### src/hw/rtl/bpfm_pkg.sv
`timescale 1ns / 1ps
// ----------------------------------------------------------------------------
// bpfm_pkg
// Shared types, codes and defaults for the buffer pool frame manager.
// ----------------------------------------------------------------------------
package bpfm_pkg;

  localparam int unsigned POOL_FRAMES_DEF = 16;
  localparam logic [15:0] PIN_MAX = 16'hFFFF;

  typedef enum logic [2:0] {
    FUNC_FETCH  = 3'd0,
    FUNC_UNPIN  = 3'd1,
    FUNC_NEW    = 3'd2,
    FUNC_FLUSH  = 3'd3,
    FUNC_DELETE = 3'd4
  } func_e;

  typedef enum logic [2:0] {
    STS_OK        = 3'd0,
    STS_NOT_RES   = 3'd1,
    STS_NO_FRAME  = 3'd2,
    STS_PINNED    = 3'd3,
    STS_NOT_PINNED = 3'd4
  } status_e;

  typedef enum logic [2:0] {
    ST_IDLE,
    ST_SCAN,
    ST_DRAIN,
    ST_EXEC,
    ST_DONE
  } ctl_state_e;

  typedef struct packed {
    logic [2:0]  func;
    logic [31:0] page_id;
    logic        mark_dirty;
  } req_t;

  typedef struct packed {
    logic [2:0]  status;
    logic [3:0]  frame_index;
    logic        writeback_valid;
    logic [31:0] writeback_page;
    logic        read_valid;
    logic [31:0] assigned_page;
  } rsp_t;

  typedef struct packed {
    logic start;
    logic issue;
    logic exec;
    logic load;
  } cmd_t;

  typedef struct packed {
    logic scan_last;
    logic out_free;
  } sts_t;

endpackage

### src/hw/rtl/bpfm_ram.sv
`timescale 1ns / 1ps
// ----------------------------------------------------------------------------
// bpfm_ram
// Generic single-write, single-read RAM with registered read data.
// ----------------------------------------------------------------------------
module bpfm_ram #(
  parameter int unsigned WIDTH = 8,
  parameter int unsigned DEPTH = 16
) (
  input  logic                     clk_i,
  input  logic                     we_i,
  input  logic [$clog2(DEPTH)-1:0] waddr_i,
  input  logic [WIDTH-1:0]         wdata_i,
  input  logic [$clog2(DEPTH)-1:0] raddr_i,
  output logic [WIDTH-1:0]         rdata_o
);

  logic [WIDTH-1:0] mem_q [DEPTH];

  always_ff @(posedge clk_i) begin
    if (we_i) begin
      mem_q[waddr_i] <= wdata_i;
    end
    rdata_o <= mem_q[raddr_i];
  end

endmodule

### src/hw/rtl/bpfm_ctrl.sv
`timescale 1ns / 1ps
// ----------------------------------------------------------------------------
// bpfm_ctrl
// Request sequencer: table scan, execute, result hand-off.
// ----------------------------------------------------------------------------
module bpfm_ctrl
  import bpfm_pkg::*;
(
  input  logic clk_i,
  input  logic rst_ni,
  input  logic in_valid_i,
  output logic in_ready_o,
  input  sts_t sts_i,
  output cmd_t cmd_o
);

  ctl_state_e state_q, state_d;

  always_ff @(posedge clk_i or negedge rst_ni) begin
    if (!rst_ni) begin
      state_q <= ST_IDLE;
    end else begin
      state_q <= state_d;
    end
  end

  always_comb begin
    state_d = state_q;
    unique case (state_q)
      ST_IDLE:  if (in_valid_i) state_d = ST_SCAN;
      ST_SCAN:  if (sts_i.scan_last) state_d = ST_DRAIN;
      ST_DRAIN: state_d = ST_EXEC;
      ST_EXEC:  state_d = ST_DONE;
      ST_DONE:  if (sts_i.out_free) state_d = ST_IDLE;
      default:  state_d = ST_IDLE;
    endcase
  end

  always_comb begin
    in_ready_o  = (state_q == ST_IDLE);
    cmd_o.start = (state_q == ST_IDLE) && in_valid_i;
    cmd_o.issue = (state_q == ST_SCAN);
    cmd_o.exec  = (state_q == ST_EXEC);
    cmd_o.load  = (state_q == ST_DONE) && sts_i.out_free;
  end

endmodule

### src/hw/rtl/bpfm_datapath.sv
`timescale 1ns / 1ps
// ----------------------------------------------------------------------------
// bpfm_datapath
// Frame table, free FIFO, LRU ranks, page counter and result register.
// ----------------------------------------------------------------------------
module bpfm_datapath
  import bpfm_pkg::*;
#(
  parameter int unsigned POOL_FRAMES = POOL_FRAMES_DEF
) (
  input  logic        clk_i,
  input  logic        rst_ni,
  input  cmd_t        cmd_i,
  output sts_t        sts_o,
  input  req_t        req_i,
  input  logic        cfg_valid_i,
  input  logic [31:0] cfg_data_i,
  input  logic        out_ready_i,
  output logic        out_valid_o,
  output rsp_t        rsp_o
);

  localparam int unsigned FW = $clog2(POOL_FRAMES);
  localparam int unsigned CW = FW + 1;
  localparam int unsigned WW = 32 + 16 + 1 + FW;
  localparam logic [FW-1:0] LastIdx = FW'(POOL_FRAMES - 1);
  localparam logic [CW-1:0] NumFrames = CW'(POOL_FRAMES);

  // request and scan
  req_t             req_q;
  logic [FW-1:0]    idx_q;
  logic             p_valid_q;
  logic [FW-1:0]    p_idx_q;

  // per-frame flags and LRU bookkeeping
  logic [POOL_FRAMES-1:0] valid_q, lru_q;
  logic [CW-1:0]    lru_cnt_q;
  logic             pend_v_q;
  logic [FW-1:0]    pend_k_q;

  // scan captures
  logic             hit_v_q, np_v_q;
  logic [FW-1:0]    hit_idx_q, np_idx_q, vic_idx_q;
  logic [15:0]      hit_pin_q;
  logic             hit_dirty_q, vic_dirty_q;
  logic [FW-1:0]    hit_rank_q;
  logic [31:0]      vic_page_q;

  // free FIFO
  logic [FW-1:0]    fq_head_q;
  logic [CW-1:0]    fq_cnt_q, fq_fill_q;
  logic [FW-1:0]    fq_rdata, fq_head_val, fq_tail, fq_head_inc;
  logic [CW-1:0]    fq_sum;

  logic [31:0]      next_page_q;
  logic             out_valid_q;
  rsp_t             rsp_q, res_d, res_q;

  // frame RAM
  logic [WW-1:0]    fr_rdata, fr_wdata;
  logic             fr_we;
  logic [FW-1:0]    fr_waddr;
  logic [31:0]      rd_page;
  logic [15:0]      rd_pin;
  logic             rd_dirty;
  logic [FW-1:0]    rd_rank, adj_rank;
  logic             shift_rank, wb_need, pmatch, npmatch, pvic;

  // execute
  logic             have_free, have_lru, take_ok, take_use;
  logic [FW-1:0]    take_f;
  logic             ex_we;
  logic [FW-1:0]    ex_addr;
  logic [31:0]      ex_page;
  logic [15:0]      ex_pin;
  logic             ex_dirty;
  logic [FW-1:0]    ex_rank;
  logic             set_v, clr_v, clr_np, lru_set, lru_clr, lru_inc, lru_dec;
  logic [FW-1:0]    set_i, clr_i, lru_set_i, lru_clr_i;
  logic             pend_new_v;
  logic [FW-1:0]    pend_new_k;
  logic             fq_pop, fq_push, np_inc;
  logic [POOL_FRAMES-1:0] valid_d, lru_d;

  bpfm_ram #(.WIDTH(WW), .DEPTH(POOL_FRAMES)) u_frame_ram (
    .clk_i   (clk_i),
    .we_i    (fr_we),
    .waddr_i (fr_waddr),
    .wdata_i (fr_wdata),
    .raddr_i (idx_q),
    .rdata_o (fr_rdata)
  );

  bpfm_ram #(.WIDTH(FW), .DEPTH(POOL_FRAMES)) u_free_ram (
    .clk_i   (clk_i),
    .we_i    (fq_push),
    .waddr_i (fq_tail),
    .wdata_i (hit_idx_q),
    .raddr_i (fq_head_q),
    .rdata_o (fq_rdata)
  );

  // scan stage
  assign rd_page    = fr_rdata[WW-1:FW+17];
  assign rd_pin     = fr_rdata[FW+16:FW+1];
  assign rd_dirty   = fr_rdata[FW];
  assign rd_rank    = fr_rdata[FW-1:0];
  assign shift_rank = pend_v_q && lru_q[p_idx_q] && (rd_rank > pend_k_q);
  assign adj_rank   = shift_rank ? rd_rank - FW'(1) : rd_rank;
  assign wb_need    = p_valid_q && shift_rank;
  assign pmatch     = p_valid_q && valid_q[p_idx_q] && (rd_page == req_q.page_id);
  assign npmatch    = p_valid_q && valid_q[p_idx_q] && (rd_page == next_page_q);
  assign pvic       = p_valid_q && lru_q[p_idx_q] && (adj_rank == '0);

  assign sts_o.scan_last = (idx_q == LastIdx);
  assign sts_o.out_free  = !out_valid_q || out_ready_i;

  // free FIFO addressing; slots not yet written still hold their own index
  assign fq_head_val = (CW'(fq_head_q) < fq_fill_q) ? fq_rdata : fq_head_q;
  assign fq_sum      = CW'(fq_head_q) + fq_cnt_q;
  assign fq_tail     = (fq_sum >= NumFrames) ? FW'(fq_sum - NumFrames) : FW'(fq_sum);
  assign fq_head_inc = (fq_head_q == LastIdx) ? '0 : fq_head_q + FW'(1);

  assign have_free = (fq_cnt_q != '0);
  assign have_lru  = (lru_cnt_q != '0);
  assign take_ok   = have_free || have_lru;
  assign take_f    = have_free ? fq_head_val : vic_idx_q;

  always_comb begin
    res_d      = '0;
    take_use   = 1'b0;
    ex_we      = 1'b0;
    ex_addr    = hit_idx_q;
    ex_page    = req_q.page_id;
    ex_pin     = hit_pin_q;
    ex_dirty   = hit_dirty_q;
    ex_rank    = hit_rank_q;
    set_v      = 1'b0;
    set_i      = take_f;
    clr_v      = 1'b0;
    clr_i      = hit_idx_q;
    clr_np     = 1'b0;
    lru_set    = 1'b0;
    lru_set_i  = hit_idx_q;
    lru_clr    = 1'b0;
    lru_clr_i  = hit_idx_q;
    lru_inc    = 1'b0;
    lru_dec    = 1'b0;
    pend_new_v = 1'b0;
    pend_new_k = hit_rank_q;
    fq_pop     = 1'b0;
    fq_push    = 1'b0;
    np_inc     = 1'b0;

    unique case (req_q.func)
      FUNC_FETCH: begin
        if (hit_v_q) begin
          ex_we = 1'b1;
          if (hit_pin_q != PIN_MAX) ex_pin = hit_pin_q + 16'd1;
          if (lru_q[hit_idx_q]) begin
            lru_clr    = 1'b1;
            lru_dec    = 1'b1;
            pend_new_v = 1'b1;
          end
          res_d.frame_index = 4'(hit_idx_q);
        end else begin
          take_use = 1'b1;
          if (!take_ok) begin
            res_d.status = STS_NO_FRAME;
          end else begin
            ex_we    = 1'b1;
            ex_addr  = take_f;
            ex_pin   = 16'd1;
            ex_dirty = 1'b0;
            ex_rank  = '0;
            set_v    = 1'b1;
            res_d.read_valid  = 1'b1;
            res_d.frame_index = 4'(take_f);
          end
        end
      end
      FUNC_UNPIN: begin
        if (!hit_v_q) begin
          res_d.status = STS_NOT_RES;
        end else begin
          ex_we    = 1'b1;
          ex_dirty = hit_dirty_q | req_q.mark_dirty;
          if (hit_pin_q == '0) begin
            res_d.status = STS_NOT_PINNED;
          end else begin
            ex_pin = hit_pin_q - 16'd1;
            if ((hit_pin_q == 16'd1) && !lru_q[hit_idx_q]) begin
              lru_set = 1'b1;
              lru_inc = 1'b1;
              ex_rank = FW'(lru_cnt_q);
            end
          end
        end
      end
      FUNC_NEW: begin
        take_use = 1'b1;
        if (!take_ok) begin
          res_d.status = STS_NO_FRAME;
        end else begin
          np_inc   = 1'b1;
          clr_np   = np_v_q;
          ex_we    = 1'b1;
          ex_addr  = take_f;
          ex_page  = next_page_q;
          ex_pin   = 16'd1;
          ex_dirty = 1'b0;
          ex_rank  = '0;
          set_v    = 1'b1;
          res_d.frame_index   = 4'(take_f);
          res_d.assigned_page = next_page_q;
        end
      end
      FUNC_FLUSH: begin
        if (!hit_v_q) begin
          res_d.status = STS_NOT_RES;
        end else begin
          ex_we    = 1'b1;
          ex_dirty = 1'b0;
          res_d.writeback_valid = 1'b1;
          res_d.writeback_page  = req_q.page_id;
        end
      end
      FUNC_DELETE: begin
        if (hit_v_q) begin
          if (hit_pin_q != '0) begin
            res_d.status = STS_PINNED;
          end else begin
            ex_we    = 1'b1;
            ex_dirty = 1'b0;
            ex_pin   = '0;
            clr_v    = 1'b1;
            if (lru_q[hit_idx_q]) begin
              lru_clr    = 1'b1;
              lru_dec    = 1'b1;
              pend_new_v = 1'b1;
            end
            fq_push = cmd_i.exec && (fq_cnt_q < NumFrames);
          end
        end
      end
      default: begin
        res_d.status = STS_OK;
      end
    endcase

    if (take_use && take_ok) begin
      if (have_free) begin
        fq_pop = 1'b1;
      end else begin
        lru_clr    = 1'b1;
        lru_clr_i  = vic_idx_q;
        lru_dec    = 1'b1;
        pend_new_v = 1'b1;
        pend_new_k = '0;
        if (vic_dirty_q) begin
          res_d.writeback_valid = 1'b1;
          res_d.writeback_page  = vic_page_q;
        end
      end
    end

    valid_d = valid_q;
    if (clr_np) valid_d[np_idx_q] = 1'b0;
    if (clr_v)  valid_d[clr_i] = 1'b0;
    if (set_v)  valid_d[set_i] = 1'b1;
    lru_d = lru_q;
    if (lru_clr) lru_d[lru_clr_i] = 1'b0;
    if (lru_set) lru_d[lru_set_i] = 1'b1;
  end

  // frame RAM write port: execute update, else rank shift from the scan
  always_comb begin
    if (cmd_i.exec) begin
      fr_we    = ex_we;
      fr_waddr = ex_addr;
      fr_wdata = {ex_page, ex_pin, ex_dirty, ex_rank};
    end else begin
      fr_we    = wb_need;
      fr_waddr = p_idx_q;
      fr_wdata = {rd_page, rd_pin, rd_dirty, adj_rank};
    end
  end

  always_ff @(posedge clk_i or negedge rst_ni) begin
    if (!rst_ni) begin
      idx_q       <= '0;
      p_valid_q   <= 1'b0;
      valid_q     <= '0;
      lru_q       <= '0;
      lru_cnt_q   <= '0;
      pend_v_q    <= 1'b0;
      pend_k_q    <= '0;
      hit_v_q     <= 1'b0;
      np_v_q      <= 1'b0;
      fq_head_q   <= '0;
      fq_cnt_q    <= NumFrames;
      fq_fill_q   <= '0;
      next_page_q <= '0;
      out_valid_q <= 1'b0;
    end else begin
      p_valid_q <= cmd_i.issue;
      if (cmd_i.start) begin
        idx_q   <= '0;
        hit_v_q <= 1'b0;
        np_v_q  <= 1'b0;
      end else begin
        if (cmd_i.issue) idx_q <= idx_q + FW'(1);
        if (pmatch) hit_v_q <= 1'b1;
        if (npmatch) np_v_q <= 1'b1;
      end
      if (cfg_valid_i) next_page_q <= cfg_data_i;
      if (cmd_i.exec) begin
        valid_q  <= valid_d;
        lru_q    <= lru_d;
        pend_v_q <= pend_new_v;
        pend_k_q <= pend_new_k;
        if (lru_inc) lru_cnt_q <= lru_cnt_q + CW'(1);
        if (lru_dec) lru_cnt_q <= lru_cnt_q - CW'(1);
        if (np_inc) next_page_q <= next_page_q + 32'd1;
        if (fq_pop) begin
          fq_head_q <= fq_head_inc;
          fq_cnt_q  <= fq_cnt_q - CW'(1);
        end
        if (fq_push) begin
          fq_cnt_q <= fq_cnt_q + CW'(1);
          if (fq_fill_q < NumFrames) fq_fill_q <= fq_fill_q + CW'(1);
        end
      end
      if (cmd_i.load) begin
        out_valid_q <= 1'b1;
      end else if (out_ready_i) begin
        out_valid_q <= 1'b0;
      end
    end
  end

  always_ff @(posedge clk_i) begin
    if (cmd_i.start) req_q <= req_i;
    p_idx_q <= idx_q;
    if (pmatch && !hit_v_q) begin
      hit_idx_q   <= p_idx_q;
      hit_pin_q   <= rd_pin;
      hit_dirty_q <= rd_dirty;
      hit_rank_q  <= adj_rank;
    end
    if (npmatch) np_idx_q <= p_idx_q;
    if (pvic) begin
      vic_idx_q   <= p_idx_q;
      vic_dirty_q <= rd_dirty;
      vic_page_q  <= rd_page;
    end
    if (cmd_i.exec) res_q <= res_d;
    if (cmd_i.load) rsp_q <= res_q;
  end

  assign out_valid_o = out_valid_q;
  assign rsp_o       = rsp_q;

endmodule

### src/hw/rtl/buffer_pool_frame_manager_top.sv
`timescale 1ns / 1ps
// ----------------------------------------------------------------------------
// buffer_pool_frame_manager_top
// Page frame pool manager with least-recently-unpinned replacement.
// ----------------------------------------------------------------------------
// Usage:
//   in channel (in_valid_i/in_ready_o, in_req_i): one request per transfer,
//     fetch, unpin, new page, flush or delete.
//   out channel (out_valid_o/out_ready_i, out_rsp_o): one response per
//     request, in order: status, frame, write-back and read-in requests.
//   cfg channel (cfg_valid_i/cfg_ready_o, cfg_data_i): loads the first page
//     id for new-page requests; always ready, write only while idle.
// Timing: each request scans the frame table one entry per cycle, then
//   executes and loads the response register; a new request is accepted only
//   after the previous response has been loaded into the output register.
// Reset: all frames free in index order, LRU list empty, next page id 0.
// Backpressure: a finished response waits in the result register until the
//   output register is free; no new request is accepted meanwhile, since
//   the input is ready only while the sequencer is idle.
// ----------------------------------------------------------------------------
module buffer_pool_frame_manager_top
  import bpfm_pkg::*;
#(
  parameter int unsigned POOL_FRAMES = POOL_FRAMES_DEF
) (
  input  logic        clk_i,
  input  logic        rst_ni,
  input  logic        in_valid_i,
  output logic        in_ready_o,
  input  req_t        in_req_i,
  output logic        out_valid_o,
  input  logic        out_ready_i,
  output rsp_t        out_rsp_o,
  input  logic        cfg_valid_i,
  output logic        cfg_ready_o,
  input  logic [31:0] cfg_data_i
);

  cmd_t cmd;
  sts_t sts;

  assign cfg_ready_o = 1'b1;

  bpfm_ctrl u_ctrl (
    .clk_i      (clk_i),
    .rst_ni     (rst_ni),
    .in_valid_i (in_valid_i),
    .in_ready_o (in_ready_o),
    .sts_i      (sts),
    .cmd_o      (cmd)
  );

  bpfm_datapath #(.POOL_FRAMES(POOL_FRAMES)) u_datapath (
    .clk_i       (clk_i),
    .rst_ni      (rst_ni),
    .cmd_i       (cmd),
    .sts_o       (sts),
    .req_i       (in_req_i),
    .cfg_valid_i (cfg_valid_i),
    .cfg_data_i  (cfg_data_i),
    .out_ready_i (out_ready_i),
    .out_valid_o (out_valid_o),
    .rsp_o       (out_rsp_o)
  );

endmodule
### config.mk
export PLATFORM = sky130hd
export DESIGN_NAME = buffer_pool_frame_manager_top
export DESIGN_NICKNAME = d
export VERILOG_FILES = /design/src/hw/rtl/bpfm_pkg.sv /design/src/hw/rtl/bpfm_ram.sv /design/src/hw/rtl/bpfm_ctrl.sv /design/src/hw/rtl/bpfm_datapath.sv /design/src/hw/rtl/buffer_pool_frame_manager_top.sv
export SDC_FILE = /design/constraint.sdc
export NUM_CORES = 2
export LEC_CHECK = 0
export BUFFER_PORTS_ARGS = -buffer_cell sky130_fd_sc_hd__buf_4
export CAP_MARGIN = 20
export CORE_MARGIN = 10
export CORE_UTILIZATION = 54
export DETAILED_ROUTE_END_ITERATION = 16
export MAX_ROUTING_LAYER = met4
export PLACE_DENSITY = 0.77
export SYNTH_ARGS = -nofsm -noshare
export SYNTH_HDL_FRONTEND = slang
export SYNTH_SLANG_ARGS = --single-unit
### constraint.sdc
create_clock -name clk_i -period 10.75 [get_ports clk_i]
set_input_delay 3.225 -clock clk_i [delete_from_list [all_inputs] [get_ports clk_i]]
set_output_delay 3.225 -clock clk_i [all_outputs]
set_load 0.01 [all_outputs]
# Yosys cells after proc, flatten, opt, wreduce, memory -nomap -nowiden
# Memory sizes are Yosys's and may differ from the RTL's. A register that Yosys moved wholly into a read port is not among the register bits.
# Cells that the tools add are included.
dict set report op_classes {
  addsub 13
  n_lt_le_gt_ge 14
  n_eq_ne 17
  mux 126
  bitwise 9
  reduce_logical 43
}
# cell count
set ops {}
lappend ops {{16-bit 2-to-1 mux} 12}
lappend ops {{33-bit 2-to-1 mux} 5}
lappend ops {{32-bit 2-to-1 mux} 5}
lappend ops {{4-bit 2-to-1 mux} 21}
lappend ops {{32-bit equality test} 2}
lappend ops {{16-bit one-hot mux with 4 select lines} 1}
lappend ops {{53-bit 2-to-1 mux} 1}
lappend ops {{1-bit 2-to-1 mux} 51}
lappend ops {{16-bit AND} 3}
lappend ops {{16-bit inverter} 3}
lappend ops {{32-bit by 1-bit adder with 32-bit output, second input constant} 1}
lappend ops {{16-bit OR} 2}
lappend ops {{3-bit one-hot mux with 5 select lines} 2}
lappend ops {{4-bit by 5-bit < comparator with 1-bit output, second input constant} 5}
lappend ops {{3-bit 2-to-1 mux} 7}
lappend ops {{5-bit 2-to-1 mux} 4}
lappend ops {{1-bit logical AND} 18}
lappend ops {{16-bit by 1-bit adder with 16-bit output, second input constant} 1}
lappend ops {{1-bit demux with 4-bit select} 4}
lappend ops {{16-bit by 1-bit equality test with 1-bit output, second input constant} 1}
lappend ops {{4-bit by 1-bit >= comparator with 1-bit output, second input constant} 4}
lappend ops {{16-bit zero test} 1}
lappend ops {{16-bit inequality test, second input constant} 1}
lappend ops {{4-bit one-hot mux with 2 select lines} 2}
lappend ops {{33 further kinds} 65}
dict set report word_totals {
  reg_bits 351
  mem_bits_rw 912
  input_bits 73
  out_inout_bits 76
  elab_cells 263
  memories 2
}
# name depth width read_ports rd_clocked_by_memory_dff wr line_no
set memory_table {}
lappend memory_table {u_datapath.u_frame_ram.mem_q 16 53 1 1 1 bpfm_ram.sv:18} ;# logic [WIDTH-1:0] mem_q [DEPTH];
lappend memory_table {u_datapath.u_free_ram.mem_q 16 4 1 1 1 bpfm_ram.sv:18}

# Depth between registers and ports, before layout
dict set report logic_depth {
  word_depth 13
  mapped_depth 15
}

# By module
# A second synthesis with hierarchy kept.
dict set report hier_totals {
  hier_cells 3077
  area_unflattened_um2 53186.0
}
# mod n_inst cells_per_inst area_per_inst_um2 seq_area_each_um2
set by_module_without_submodules {}
lappend by_module_without_submodules {{bpfm_ram (u_datapath.u_frame_ram)} 1 1370 32812.7 26525.4}
lappend by_module_without_submodules {bpfm_datapath 1 1558 17525.6 9930.8}
lappend by_module_without_submodules {{bpfm_ram (u_datapath.u_free_ram)} 1 130 2666.3 2001.9}
lappend by_module_without_submodules {bpfm_ctrl 1 17 170.2 75.1}
lappend by_module_without_submodules {buffer_pool_frame_manager_top 1 2 11.3 0.0}

# Worst setup path before layout
# Ideal clock, no wire load.
dict set report synth_timing {
  path_kind {flip-flop to flip-flop}
  from {register u_datapath.hit_pin_q[0]}
  to {memory u_datapath.u_frame_ram.mem_q[12][0] in the netlist's numbering (enable)}
  setup_ns 0.595
  t_arrival_ns 7.179
  required_ns 10.155
  setup_slack_ns 2.977
  stages_incl_launch_ff 9
  path_buffers 1
  period_less_slack_ns 7.773
  path_cell_list {edfxtp_1 -> inv_1 -> ha_1 -> clkbuf_1 -> nand4_2 -> nor3_4 -> o31ai_1 -> a211o_1 -> nor4_1}
}
dict set report synth_between {
  elab_chain_len 7
}
# element line_no
set synth_rtl {}
lappend synth_rtl {{start, declared} bpfm_datapath.sv:44} ;# logic [15:0] hit_pin_q;
lappend synth_rtl {{start signal, assigned} bpfm_datapath.sv:347} ;# hit_pin_q <= rd_pin;
lappend synth_rtl {{16-bit nonzero test} bpfm_datapath.sv:230} ;# if (hit_pin_q != '0) begin
lappend synth_rtl {{1-bit 2-to-1 mux} bpfm_datapath.sv:230}
lappend synth_rtl {{1-bit 2-to-1 mux} bpfm_datapath.sv:229} ;# if (hit_v_q) begin
lappend synth_rtl {{1-bit one-hot mux with 4 select lines} bpfm_datapath.sv:155} ;# unique case (req_q.func)
lappend synth_rtl {{1-bit 2-to-1 mux} bpfm_datapath.sv:278} ;# if (cmd_i.exec) begin
lappend synth_rtl {{1-bit 2-to-1 mux} bpfm_ram.sv:21} ;# if (we_i) begin
lappend synth_rtl {{1-bit 2-to-1 mux (implied by the code)} bpfm_ram.sv:22} ;# mem_q[waddr_i] <= wdata_i;
lappend synth_rtl {{end, declared} bpfm_ram.sv:18}
# Every way passes these cells.

# Final worst setup path
dict set report layout_timing {
  from {register u_ctrl.state_q[2]}
  to {output port in_ready_o}
}
dict set report layout_between {
  elab_chain_len 1
}
# element line_no
set layout_rtl {}
lappend layout_rtl {{start, declared} bpfm_ctrl.sv:17} ;# ctl_state_e state_q, state_d;
lappend layout_rtl {{start signal, assigned} bpfm_ctrl.sv:23} ;# state_q <= state_d;
lappend layout_rtl {{3-bit zero test} bpfm_ctrl.sv:40} ;# in_ready_o = (state_q == ST_IDLE);
lappend layout_rtl {{end, declared} buffer_pool_frame_manager_top.sv:29} ;# output logic in_ready_o,
# Every way passes these cells.

==> run summary <==
* fillcell total: 6,500
* quantity of I/O buffers inserted on ports: 147
* prevailing post-synth register cell: edfxtp_1
* combined flip-flop and latch cell area: 38,550 um^2
* class of the worst hold path: reg2reg
* final net count: 3,187
* synthesized area divided by synthesized cell count: 18.49 um^2
* height of the chip: 333.1 um
* library cells used by synthesis: 93
* highest clock rate: 208.2 MHz
* cell count after placement: 4,232
* Bufs on Longest Clock Path: 3
* largest delay contributor family on the critical path: flip-flops
* core region area: 96,990 um^2
* Post-Route Skew: 0.03667 ns
* initial antenna violation count: 0
* total via count in the routed design: 29,720
* most frequent cells in the layout: edfxtp_1 (1,160), mux4_2 (294), buf_4 (250)
* area overhead of the layout relative to synthesis: 13.80%
* total count of max-transition violations in the final report: 0
* Setup Total Neg Slack: 0 ns
* register area share after synthesis: 0.7280
* post-synthesis instance area: 52,930 um^2
* I/O pin total: 149
* Period Utilization, post-route: 0.4468
* post-synthesis sequential element count: 1,320
* category of the most critical setup path: reg2out
* post-layout min period: 4.804 ns
* total area of multi-input combinational cells: 13,810 um^2
* Peak VDD IR: 149.7 uV
* layout cells sized above 1: 0.2548
* number of clock buffers inserted by TritonCTS: 120
* wire length of the first global-routing pass: 202,500 um
* routed length per instance: 30.55 um
* non-filler cells in the finished layout: 4,468
* most common cell after layout, fill and taps aside: edfxtp_1
* number of core rows: 114
* Total Routed Length: 136,500 um
* Static Leakage: 19.96 nW
* final weighted congestion in routability-driven placement: 0.9501
* Worst Tran Pin Value: 1.195 ns
* Critical Path AT: 1.58 ns
* number of instances in the synthesized netlist: 2,863
* slowest CP cell: dfrtp_1
* Post-Synthesis Net Count: 2,964
* worst path required time: 7.53 ns
* overall die area: 110,900 um^2
* TritonCTS clock tree: yes
* outcome: finished clean
* setup violation total in the final timing report: 0
* cells along the critical path: nor3_1, buf_4
* post-route ant nets: 0
* number of enable flip-flop cells after synthesis: 1,160
* Max H-tree Level: 3
* hold_ws: 0.3972 ns
* HPWL after detailed placement: 78,010 um
* initial cell density of the core: 0.5457
* Clock Sink Count: 1,320
* clock edge transition at the registers on the reported setup and hold paths: 0.06 ns
* count of maximum capacitance violations: 0
* total buffers and inverters traversed by the critical path: 1
* headroom to the max-slew limit: 0.2034
* largest driver fanout on the critical path: 7
* ys async rst share: 0.07500
* via count of the first global-routing pass: 29,740
* insertion delay to the later sink of the worst-skew pair: 0.72 ns
* number of warnings printed during yosys synthesis: 0
* unrepaired setup endpoints after global routing: false
* hold buffers post-CTS: 0
* Power Density: 237.3 nW/um^2
* delay of the slowest critical-path stage: 0.46 ns
* largest net degree at the start of global routing: 73
* sum of overflow across all layers after global routing: 0
* final hold violation count: 0
* GR Util All Layers: 0.2501
* number of DRC violations after detailed-routing iteration 0: 4,131
* number of vias per cell: 6.652
* number of design rule violations left after detail routing: 0
* root cell of the clock tree: clkbuf_16
* Setup Fix Bufs, Post-CTS: 0
* CP startpoint kind: register
* count of instances resized after the clock tree is built: 0
* number of detailed-route iterations in the first pass: 8
* horizontal die dimension: 333.1 um
* kind of end point of the critical path: output pin
## per-stage QoR
stage	setup slack [ns]	cell area, um^2	power (mW)	util
after floorplan	2.977	52930	8.662	-
after global placement	5.885	55880	9.618	0.5761
after detailed placement	5.799	55910	9.740	0.5764
after CTS	5.930	60130	14.29	0.6200
after global routing	5.841	60240	14.77	0.6211
final	5.946	60240	14.30	0.6211
## worst reg2reg max path: cells and delay by family (launching register included)
family | cells | cell delay [ns]
AND/OR/NAND/NOR | 3 | 1.50
buffers and inverters | 2 | 1.17
AO/OA/AOI/OAI | 3 | 1.07
flip-flops | 1 | 0.47
## sequential cells by signal, summed over array words and instances, names as in the netlist, 16 cells and up
register and count:
u_datapath.req_q 36, u_datapath.hit_pin_q 16, u_datapath.lru_q 16, u_datapath.u_free_ram.mem_q 64, u_datapath.res_q 73, u_datapath.u_frame_ram.rdata_o 53
u_datapath.next_page_q 32, u_datapath.vic_page_q 32, u_datapath.u_frame_ram.mem_q 848, u_datapath.valid_q 16, u_datapath.rsp_o 73
## report_power, final
group | leakage (nW) | total, mW | internal (mW) | switching, mW
sequential | 12.2 | 6.74 | 6.34 | 0.399
clock | 2.04 | 4.54 | 2.62 | 1.92
combinational | 5.70 | 3.02 | 1.34 | 1.68
total | 20.0 | 14.3 | 10.3 | 4.00
## synthesized netlist by cell type (all sizes together) (34+ instances only)
library cell | count | area, um^2
and3 | 50 | 312.8
a22o | 41 | 359.1
dfxtp | 61 | 1221
xor2 | 75 | 656.9
dfrtp | 98 | 2452
nor4 | 51 | 356.6
buf | 52 | 249.0
o21ai | 84 | 420.4
nand2 | 134 | 503.0
nor2 | 106 | 405.4
clkbuf | 101 | 379.1
inv | 34 | 127.6
a21oi | 79 | 395.4
mux4 | 298 | 6726
edfxtp | 1160 | 34830
nand3 | 49 | 250.2
## per-layer routing
metal / vias to the layer above / wire length, um / GRT usage
met5: - / 0 / -
met3: 289 / 13220 / 0.04100
met2: 1884 / 65600 / 0.3839
li1: 12189 / - / -
met4: 0 / 4599 / 0.08495
met1: 15358 / 53060 / 0.3423
## path summary, 6_finish.rpt
path	startpoint	end	slack, ns	depth (start not counted)
max	u_ctrl.state_q[2]	in_ready_o	5.95	2
min reg2reg	u_datapath.res_q[65]	u_datapath.rsp_o[65]	0.40	0
min in group asynchronous	rst_ni	u_datapath.lru_q[2]	2.46	1
min	u_datapath.res_q[65]	u_datapath.rsp_o[65]	0.40	0
max in group asynchronous	rst_ni	u_datapath.idx_q[2]	6.86	2
max reg2reg	u_datapath.fq_cnt_q[1]	u_datapath.u_frame_ram.mem_q[2][30]	6.12	8
## cells by family (layout without fill, tap and decap cells)
| group | Yosys count | after routing | share of synthesized area |
|---|---|---|---|
| muxes | 320 | 320 | 0.1314 |
| other | 1 | 2 | 0.00007084 |
| xor gates and xnor gates | 91 | 91 | 0.01506 |
| buffers and inverters | 187 | 515 | 0.01428 |
| AOI/OAI and AO/OA | 383 | 383 | 0.05091 |
| and+or+nand+nor | 533 | 533 | 0.05326 |
| adders and majority gates | 28 | 28 | 0.007044 |
| DFF | 1320 | 1320 | 0.7280 |
## area by class of cell
type,count,share of cell area
Sequential cell,1320,0.6399
Multi-Input combinational cell,1356,0.2293
Clock buffer,152,0.05334
Timing Repair Buffer,254,0.03207
Tap cell,1276,0.02650
Clock inverter,75,0.01676
Inverter,34,0.002160
Antenna cell,1,0.00004154
(Power assumes the default switching activity.)
